## config.mk

```make
export PLATFORM = sky130hd
export DESIGN_NAME = pcpa_free_check
export DESIGN_NICKNAME = d
export VERILOG_FILES = /design/src/rtl/core/per_cpu_page_frame_allocator_defines.svh /design/src/rtl/core/pcpa_pkg.sv /design/src/rtl/core/pcpa_free_check.sv
export SDC_FILE = /design/constraint.sdc
export NUM_CORES = 1
export LEC_CHECK = 0
export BUFFER_PORTS_ARGS = -buffer_cell sky130_fd_sc_hd__clkbuf_2
export CAP_MARGIN = 5
export CORE_ASPECT_RATIO = 2
export CORE_MARGIN = 2
export CORE_UTILIZATION = 44
export DETAILED_ROUTE_END_ITERATION = 6
export GPL_ROUTABILITY_DRIVEN = 0
export PLACE_DENSITY = 0.81
export SYNTH_ARGS = -nofsm -noshare
export SYNTH_HDL_FRONTEND = slang
export SYNTH_SLANG_ARGS = --single-unit
```

## constraint.sdc

```tcl
create_clock -name vclk -period 2.6
set_clock_uncertainty 0.05 [all_clocks]
set_input_delay 0.13 -clock vclk [all_inputs]
set_output_delay 0.13 -clock vclk [all_outputs]
set_load 0.02 [all_outputs]
```

## src/rtl/core/per_cpu_page_frame_allocator_defines.svh

```systemverilog
// Assertion macros shared by the page frame allocator RTL.
`ifndef PER_CPU_PAGE_FRAME_ALLOCATOR_DEFINES_SVH
`define PER_CPU_PAGE_FRAME_ALLOCATOR_DEFINES_SVH

// same-cycle implication, clocked on clk, off during reset
`define PCPA_ASSERT_IMP(label, ante, cons) \
    label: assert property (@(posedge clk) disable iff (!rst_n) (ante) |-> (cons)) \
        else $error("pcpa: same-cycle check failed");

// next-cycle implication, clocked on clk, off during reset
`define PCPA_ASSERT_NXT(label, ante, cons) \
    label: assert property (@(posedge clk) disable iff (!rst_n) (ante) |=> (cons)) \
        else $error("pcpa: next-cycle check failed");

`endif

```

## src/rtl/core/pcpa_pkg.sv

```systemverilog
// Shared constants and types of the page frame allocator.
package pcpa_pkg;

    localparam int ADDR_W     = 32;
    localparam int PAGE_SHIFT = 12;
    localparam int PAGE_IDX_W = ADDR_W + 1 - PAGE_SHIFT;

    // request codes
    localparam logic [1:0] REQ_ALLOC = 2'd0;
    localparam logic [1:0] REQ_FREE  = 2'd1;
    localparam logic [1:0] REQ_INIT  = 2'd2;

    // status codes
    localparam logic [1:0] STAT_DONE     = 2'd0;
    localparam logic [1:0] STAT_NO_PAGE  = 2'd1;
    localparam logic [1:0] STAT_BAD_ADDR = 2'd2;

    // configuration register indexes
    localparam logic [1:0] CFG_REGION_START = 2'd0;
    localparam logic [1:0] CFG_REGION_STOP  = 2'd1;

    localparam logic [ADDR_W-1:0] REGION_START_RESET = 32'h8000_0000;
    localparam logic [ADDR_W-1:0] REGION_STOP_RESET  = 32'h8800_0000;
    localparam logic [ADDR_W:0]   BASE_RESET         = 33'h0_8000_0000;

    typedef struct packed {
        logic                  bad;
        logic [PAGE_IDX_W-1:0] page;
    } free_chk_t;

endpackage

```

## src/rtl/core/pcpa_free_check.sv

```systemverilog
// Address check and page index for a free transaction.
module pcpa_free_check #(
    parameter int MAX_PAGES = 32768
) (
    input  logic [pcpa_pkg::ADDR_W-1:0] addr,
    input  logic [pcpa_pkg::ADDR_W-1:0] region_start,
    input  logic [pcpa_pkg::ADDR_W-1:0] region_stop,
    input  logic [pcpa_pkg::ADDR_W:0]   base,
    output pcpa_pkg::free_chk_t         chk
);
    import pcpa_pkg::*;

    logic [ADDR_W:0] diff;

    always_comb
    begin
        diff     = {1'b0, addr} - base;
        chk.page = diff[ADDR_W:PAGE_SHIFT];
        chk.bad  = (addr[PAGE_SHIFT-1:0] != '0) ||
                   (addr < region_start) ||
                   (addr >= region_stop) ||
                   ({1'b0, addr} < base) ||
                   (chk.page >= PAGE_IDX_W'(MAX_PAGES));
    end

endmodule

```

==> flow_summary.json <==
{
  "placed_cells": 695,
  "final_net_count": 842,
  "placed_cell_area_um2": 4240,
  "total_power_mw": 1.04,
  "grt_pass1_wl_mm": 15.4,
  "grt_overflow_total": 0,
  "ys_types": 43,
  "cp_data_arrival_time_ps": 2880,
  "grt_max_degree": 6,
  "seq_area_um2": 0,
  "initial_core_util_pct": 45.7,
  "antenna_left": 0,
  "routedWlPerCell_um": 13.9,
  "drive_gt1_share_pct": 40.4,
  "num_rows": 41,
  "status": "complete, but fails checks",
  "netlist_instances": 403,
  "die_w_um": 61.2,
  "setup.worst_path.start": "base[7]",
  "seq_cells": 0,
  "design_area_um2": 4480,
  "cts_hold_buffers": 0,
  "place_hpwl_mm": 8.80,
  "min_period_ps": 3060,
  "power_frac_comb_pct": 100.0,
  "hp-class": "in2out",
  "grt_pass1_vias": 3858,
  "drc_errors": 0,
  "worst_ep_required_time_ps": 2420,
  "p_leak_nw": 2.75,
  "p_sw_share_pct": 51.5,
  "viasPerCell": 5.28,
  "num_io_pins": 151,
  "grt_setup_unrepaired": "true",
  "crit_chain": "clkbuf_16 -> inv_12 -> ha_4 -> and3_4 -> a221o_1 -> a41oi_2 -> o21a_2 -> o21ai_4 -> a211oi_4 -> buf_6 -> o21ai_4 -> xor2_2 -> or4_4 -> buf_8",
  "antennaDiodeCount": 0,
  "clkbuf_count": 0,
  "syn_area_per_cell_um2": 7.16,
  "start_kind": "primary input",
  "path_class": "in2out",
  "die_h_um": 118,
  "cp_top_family": "compound AO/OA/AOI/OAI gates",
  "drt-total-wl_mm": 9.80,
  "critPathMaxStageDelay_ps": 500,
  "synth_nets": 626,
  "fmaxAchievable_ghz": 0.327,
  "yosysWarnings": 0,
  "slew_headroom_pct": 71.7,
  "violations": "setup timing",
  "grt_util_all_layers_pct": 26.4,
  "timing.critical_path.mode_cell": "o21ai_4",
  "pwr-share-seq_pct": 0,
  "final_cells": 703,
  "p_int_mw": 0.503,
  "p_per_area_nw_per_um2": 231,
  "timing.final.crit_share_pct": 118,
  "drv_slew": 0,
  "vias": 3713,
  "ys_seq_area_share_pct": 0,
  "grt_antenna_before_repair": 0,
  "drv_cap": 0,
  "finalHoldViolCount": 0,
  "worst_pin_slew_ps": 425,
  "drt_iter0_drc": 158,
  "switching_power_mw": 0.533,
  "cp-end-kind": "primary output",
  "setup_slack_ps": -460,
  "setup_viol": 6,
  "firstDrtPassIters": 4,
  "worst-path-max-fanout": 2,
  "min_from": "base[32]",
  "slowest_stage": "or4_4",
  "die-area_um2": 7260,
  "power.share.clock_pct": 0,
  "hold_depth": 3,
  "area_growth_syn_to_layout_pct": 55.4,
  "place_ws_ps": -510,
  "io_buffers": 151,
  "cp_num_buf_inv": 4,
  "syn-cell-area_um2": 2880,
  "ir_worst_vdd_mv": 0.156,
  "core_area_um2": 6310,
  "hold_path_end": "chk[20]",
  "fillCellCount": 510
}
==> cell usage after synthesis (2+ instances only) <==
cell type | instances | area [um^2]
a21oi_1 | 36 | 180
nand2b_1 | 4 | 25.0
o21ai_0 | 19 | 95.1
nand3_1 | 12 | 60.1
and3_1 | 4 | 25.0
a21o_1 | 20 | 150
nor2_1 | 13 | 48.8
and4_1 | 2 | 17.5
a221o_1 | 2 | 20.0
a211oi_1 | 5 | 37.5
xor2_1 | 7 | 61.3
nor2b_1 | 6 | 37.5
xnor2_1 | 13 | 114
nor3_1 | 2 | 10.0
inv_1 | 100 | 375
nand2_1 | 13 | 48.8
o21a_2 | 2 | 17.5
o211ai_1 | 4 | 30.0
a2111oi_0 | 3 | 26.3
o21ai_1 | 4 | 20.0
nand4_1 | 11 | 68.8
or3_1 | 2 | 12.5
ha_1 | 94 | 1180
or4_1 | 2 | 15.0
o21bai_1 | 3 | 22.5
nor4_1 | 3 | 18.8
==> power by group through the flow <==
stage | combinational (mW) | sequential, mW | clock [mW]
6_report | 1.04 | 0 | 0
5_1_grt | 1.13 | 0 | 0
4_1_cts | 0.984 | 0 | 0
3_5_place_dp | 0.932 | 0 | 0
3_3_place_gp | 0.898 | 0 | 0
2_1_floorplan | 0.528 | 0 | 0
==> layout by cell type (no fill, tap or decap), types with 2 or more instances in the layout <==
master	count
nor3_1	2
buf_8	2
xor2_1	5
o211ai_1	4
ha_4	4
xnor2_2	2
a21o_1	20
a211oi_1	4
inv_1	95
and4_1	2
a2111oi_0	2
inv_4	2
xnor2_1	11
a221o_1	2
buf_6	2
or3_1	2
buf_4	66
nor4_1	3
nor2b_1	5
o21bai_1	2
ha_1	90
a21oi_1	33
o21ai_1	4
o21ai_4	3
nand3_1	12
and3_1	3
clkbuf_2	140
inv_2	2
nand4_1	11
nand2_1	13
o21ai_0	17
buf_2	2
o21a_2	2
nand2b_1	4
nor2_1	12
a21oi_2	3
xor2_2	2
==> layout make-up <==
class	instances	area, um^2	share of cell area, %
inverter	100	393	8.77
tap	86	108	2.40
timing repair buffer	214	1300	29.0
multi-input combinational	303	2680	59.9
==> repair_timing <==
item,CTS,global route
pin swaps,10,13
gates resized for setup,22,29
endpoints found under the setup margin,8,13
buffers inserted,6,6
gates cloned,0,0
==> cells by family after synthesis <==
family	Yosys count	synth area share, %
xor+xnor	20	6.07
simple gates	76	13.9
compound gates	112	25.9
buf+inv	100	13.0
fa+ha+maj	94	40.8
mux	1	0.347
==> layer usage <==
layer	global-route usage [%]	up-vias	wire length (um)
met3	1.31	45	402
met1	24.6	1672	3180
met4	11.0	0	573
li1	-	1844	-
met2	53.2	152	5650
met5	0	-	0
==> per-stage QoR <==
step	hold WS [ps]	util (%)	setup TNS, ps
floorplan	338	-	-34.3
global placement	545	67.3	-820
detailed placement	547	67.3	-1240
CTS	551	69.4	-908
global route	549	71.0	-1490
finish	540	71.0	-907
==> worst max path at each step <==
stage	end	slack, ps	depth (start not counted)
after floorplan	chk[21]	-30	11
after CTS	chk[21]	-440	14
final	chk[21]	-460	14
after global routing	chk[21]	-540	14
after detailed placement	chk[21]	-510	14
after global placement	chk[21]	-430	14
No activity file was read; power rests on OpenSTA's default activity.
